**config.mk**
```make
export PLATFORM = sky130hd
export DESIGN_NAME = sise_cmp
export DESIGN_NICKNAME = d
export VERILOG_FILES = /design/src/hw/rtl/sise_pkg.sv /design/src/hw/rtl/sise_cmp.sv
export SDC_FILE = /design/constraint.sdc
export NUM_CORES = 1
export LEC_CHECK = 0
export BUFFER_PORTS_ARGS = -buffer_cell sky130_fd_sc_hd__buf_2
export CORE_MARGIN = 2
export CORE_UTILIZATION = 47
export DETAILED_ROUTE_END_ITERATION = 6
export PLACE_DENSITY = 0.9
export SLEW_MARGIN = 40
export SYNTH_ARGS = -nofsm -noshare
export SYNTH_HDL_FRONTEND = slang
export SYNTH_SLANG_ARGS = --single-unit
export TNS_END_PERCENT = 20
```
**constraint.sdc**
```tcl
create_clock -name vclk -period 2.6
set_input_delay 0 -clock vclk [all_inputs]
set_output_delay 0 -clock vclk [all_outputs]
set_load 0.02 [all_outputs]
```
**src/hw/rtl/sise_pkg.sv**
```systemverilog
// ----------------------------------------------------------------------------
// sise_pkg
// Shared types and codes of the sorted integer set engine.
// ----------------------------------------------------------------------------
package sise_pkg;

   localparam int CAPACITY_DEFAULT = 1024;
   localparam int VALUE_W          = 64;
   localparam int INDEX_W          = 10;
   localparam int POS_W            = 11;
   localparam int CNT_W            = 11;

   typedef enum logic [1:0] {
      REQ_INSERT = 2'd0,
      REQ_REMOVE = 2'd1,
      REQ_FIND   = 2'd2,
      REQ_READ   = 2'd3
   } req_code_type;

   typedef enum logic [1:0] {
      ST_DONE  = 2'd0,
      ST_MISS  = 2'd1,
      ST_FULL  = 2'd2,
      ST_RANGE = 2'd3
   } status_type;

   typedef enum logic [1:0] {
      CLS_16 = 2'd0,
      CLS_32 = 2'd1,
      CLS_64 = 2'd2
   } width_class_type;

   typedef struct packed {
      logic            eq;
      logic            lt;
      width_class_type cls;
   } cmp_res_type;

endpackage

```
**src/hw/rtl/sise_cmp.sv**
```systemverilog
// ----------------------------------------------------------------------------
// sise_cmp
// Shared compare unit: signed order of a stored entry against the key,
// plus the width class of the key.
// ----------------------------------------------------------------------------
module sise_cmp (
   input  logic [sise_pkg::VALUE_W-1:0] entry,
   input  logic [sise_pkg::VALUE_W-1:0] key,
   output sise_pkg::cmp_res_type        res
);

   logic fits16;
   logic fits32;

   assign fits16 = (&key[63:15]) | ~(|key[63:15]);
   assign fits32 = (&key[63:31]) | ~(|key[63:31]);

   always_comb begin
      res.eq = (entry == key);
      res.lt = ($signed(entry) < $signed(key));
      priority if (fits16) begin
         res.cls = sise_pkg::CLS_16;
      end else if (fits32) begin
         res.cls = sise_pkg::CLS_32;
      end else begin
         res.cls = sise_pkg::CLS_64;
      end
   end

endmodule

```
Yosys cells after proc, flatten, opt, wreduce, memory -nomap -nowiden
Cells that the tools add are included.
- flip-flop bits (word level): 0
- output and inout port bits: 4
- logic and storage cells: 12
- $lt $le $gt $ge: 1
- equality and inequality tests: 1
- muxes and demuxes: 2
- bitwise gates (word level): 4
- reduce and logical (&&, ||, !) cells: 4
- operators by type and width (cell ; number):
    equality test 64 bit ; 1
    < comparator 64 bit ; 1
    AND reduction 49 bit ; 1
    OR reduction 49 bit ; 1
    AND reduction 33 bit ; 1
    OR reduction 33 bit ; 1
    two-way mux 2 bit ; 2
    NOT 1 bit ; 2
    bitwise OR 1 bit ; 2

Depth between registers and ports, before layout
- depth after elaboration: 5
- depth in mapped cells: 8

Worst setup path after synthesis
Ideal clock, no wire load.
- kind: input port to output port
- start point: in key[63] (netlist bit)
- end point: out res[3] (netlist bit)
- arrival: 1.727 ns
- setup slack: 0.873 ns
- stages: 7
- path buffers: 0
- cells stage by stage: inv_1 > ha_1 > nand4_1 > nor4_1 > and3_1 > nand3_1 > nor4_1
- RTL lines (element ; RTL line ; source):
    start: declaration ; sise_cmp.sv:8 ; input logic [sise_pkg::VALUE_W-1:0] key,
    end: declaration ; sise_cmp.sv:9 ; output sise_pkg::cmp_res_type res

==> results.py <==
metrics = {
    "sta": {
        "post-route-period-util": 0.7031,
        "fmax_mhz": 547.1,
        "period_minus_slack_ns": 1.828,
        "setup_viol": 0,
        "worst_pin_slew_ns": 0.4762,
        "slew_violations": 0,
        "tns_ns": 0,
        "rsz0062_at_grt": "no",
        "relSlewSlack": 0.6796,
        "hold_viol": 0,
    },
    "synthesis": {
        "yosys.area_share.simple": 0.2530,
        "synthXorXnorAreaFrac": 0.004723,
        "avgSynthCellArea_sq_um": 6.893,
        "syn_area_sq_mm": 0.001854,
        "synth_cell_types": 29,
        "yosys_warnings": 0,
        "synth_seq_area_share": 0,
        "synth_compound_area_frac": 0.1768,
        "syn-num-nets": 461,
        "syn_inst": 269,
        "synth.area.mux_share": 0,
        "synth_top_family_by_area": "adder cells",
        "synthAdderAreaFrac": 0.4318,
    },
    "layout": {
        "layout-drive-gt1-share": 0.3392,
        "design.seq.count": 0,
        "fill_cells": 327,
        "seq_area_sq_um": 0,
        "antenna_cells": 0,
        "fin_area_sq_mm": 0.002575,
        "fin_nets": 595,
        "clock_buffers": 0,
        "syn_to_final_growth_pct": 38.87,
    },
    "clocking": {
        "post_cts_buffers": 0,
        "postCtsHoldBufs": 0,
        "cts_resized": 0,
    },
    "floorplan": {
        "start_util": 0.4990,
        "core_sq_mm": 0.003716,
        "fp-row-count": 22,
        "io_pins": 132,
        "dieArea_sq_mm": 0.004464,
        "die_w_microns": 66.81,
        "die_y_microns": 66.81,
    },
    "drt": {
        "antenna_left": 0,
        "vias": 2336,
        "viasPerCell": 5.203,
        "drt-total-wl_mm": 5.276,
        "initialDrtViolationCount": 73,
        "firstDrtPassIters": 4,
        "drc": 0,
        "wire_per_inst_microns": 11.75,
    },
    "critical_path": {
        "critical_path.max_fanout": 3,
        "worst_ep_required_time_ns": 2.60,
        "worst_ep_arrival_time_ns": 1.83,
        "end_kind": "primary output",
        "worstSetupStartpointType": "primary input",
        "crit_type": "in -> out",
    },
    "grt": {
        "grt_max_degree": 5,
        "antenna_found_initial": 0,
        "grt_overflow": 0,
        "grt_pass1_vias": 2072,
        "grt_use_total": 0.2261,
        "grt_pass1_wl_mm": 8.148,
    },
    "min_path": {
        "holdPathStages": 4,
        "hold_class": "in -> out",
        "hold_start": "entry[63]",
        "min_to": "res[2]",
    },
    "place": {
        "place.gp.congestion": 0.8210,
        "dp.final_hpwl_mm": 4.999,
        "io_buffer_count": 132,
        "place_area_sq_mm": 0.002575,
    },
    "run": {
        "max_cap_viol_count": 0,
    },
    "power_and_ir_drop": {
        "p_leak_uw": 0.001575,
        "ir_drop_v": 0.00006555,
        "powerDensity_mw_per_mm2": 141.7,
    },
    "run_status": {
        "status": "finished clean",
    },
}
==> layer usage <==
layer / GRT usage / part of all wire / vias up
met4: 0.02296 / 0.0087 / 0
li1: - / - / 1248
met5: 0 / 0 / -
met3: 0.01351 / 0.070 / 6
met1: 0.2823 / 0.43 / 1001
met2: 0.4338 / 0.49 / 81
==> synthesized netlist by cell type (2+ instances only) <==
cell / n / share of area
a211oi_1: 2 / 0.0081
inv_1: 66 / 0.13
a221oi_2: 2 / 0.016
and4_1: 2 / 0.0094
o21ai_0: 10 / 0.027
nor2_1: 8 / 0.016
nor4_1: 18 / 0.061
a21oi_1: 25 / 0.067
nand3_1: 5 / 0.013
nor3_1: 3 / 0.0081
a21o_1: 3 / 0.012
nand2_1: 20 / 0.040
a221oi_1: 2 / 0.0094
nand4_1: 24 / 0.081
ha_1: 64 / 0.43
o21a_1: 2 / 0.0081
==> per-stage QoR <==
| step | hold WS (ns) | util | setup slack, ns | power, uW | cells |
|---|---|---|---|---|---|
| 2_1_floorplan | 0.3418 | - | 0.8728 | 197.1 | 269 |
| 3_3_place_gp | 0.5101 | 0.6929 | 0.7664 | 351.0 | 449 |
| 3_5_place_dp | 0.5138 | 0.6929 | 0.7344 | 364.5 | 449 |
| 4_1_cts | 0.5149 | 0.6929 | 0.7391 | 367.0 | 449 |
| 5_1_grt | 0.5569 | 0.6929 | 0.4891 | 418.8 | 449 |
| 6_report | 0.5059 | 0.6929 | 0.7720 | 364.9 | 449 |
==> layout make-up <==
| class | instances | area, sq um | area share |
|---|---|---|---|
| Inverter | 66 | 247.7 | 0.09621 |
| Multi-Input combinational cell | 203 | 1607 | 0.6239 |
| Tap cell | 48 | 60.06 | 0.02332 |
| Timing Repair Buffer | 132 | 660.6 | 0.2566 |
==> cell families (layout without fill, tap and decap cells) <==
group / after synthesis / count (layout)
AO/OA/AOI/OAI: 52 / 52
XOR/XNOR: 1 / 1
adder cells (fa/ha/maj): 64 / 64
buffers and inverters: 66 / 198
AND/OR/NAND/NOR: 86 / 86
==> how the worst max path moves through the flow <==
stage               startpoint     end  slack [ns]  depth (start not counted)
finish                 key[35]  res[2]        0.77                         10
global route           key[35]  res[2]        0.49                         10
CTS                    key[35]  res[2]        0.74                         10
detailed placement     key[35]  res[2]        0.73                         10
global placement       key[21]  res[2]        0.77                         10
floorplan              key[63]  res[3]        0.87                          7
==> power breakdown <==
group	total, uW	internal, uW	switching [uW]
logic	365	180	185
registers	0	0	0
clock network	0	0	0
total	365	180	185
==> worst max-delay path, stage by stage <==
cell and delay (ns):
buf_2 0.10, inv_1 0.04, ha_1 0.30, nand4_1 0.17
nor4_1 0.49, inv_1 0.08, o221ai_1 0.21, a221oi_2 0.11
xnor2_1 0.13, buf_2 0.19
==> cells in the final DEF (no fill, tap or decap), types with 2 or more instances in the layout <==
master and count:
nand2_1 20, buf_2 132, o21ai_0 10, and4_1 2, inv_1 66, a211oi_1 2
nor4_1 18, a221oi_2 2, nand4_1 24, a21o_1 3, ha_1 64, o21a_1 2
nor3_1 3, nor2_1 8, nand3_1 5, a21oi_1 25, a221oi_1 2
No activity file was read; power rests on OpenSTA's default activity.
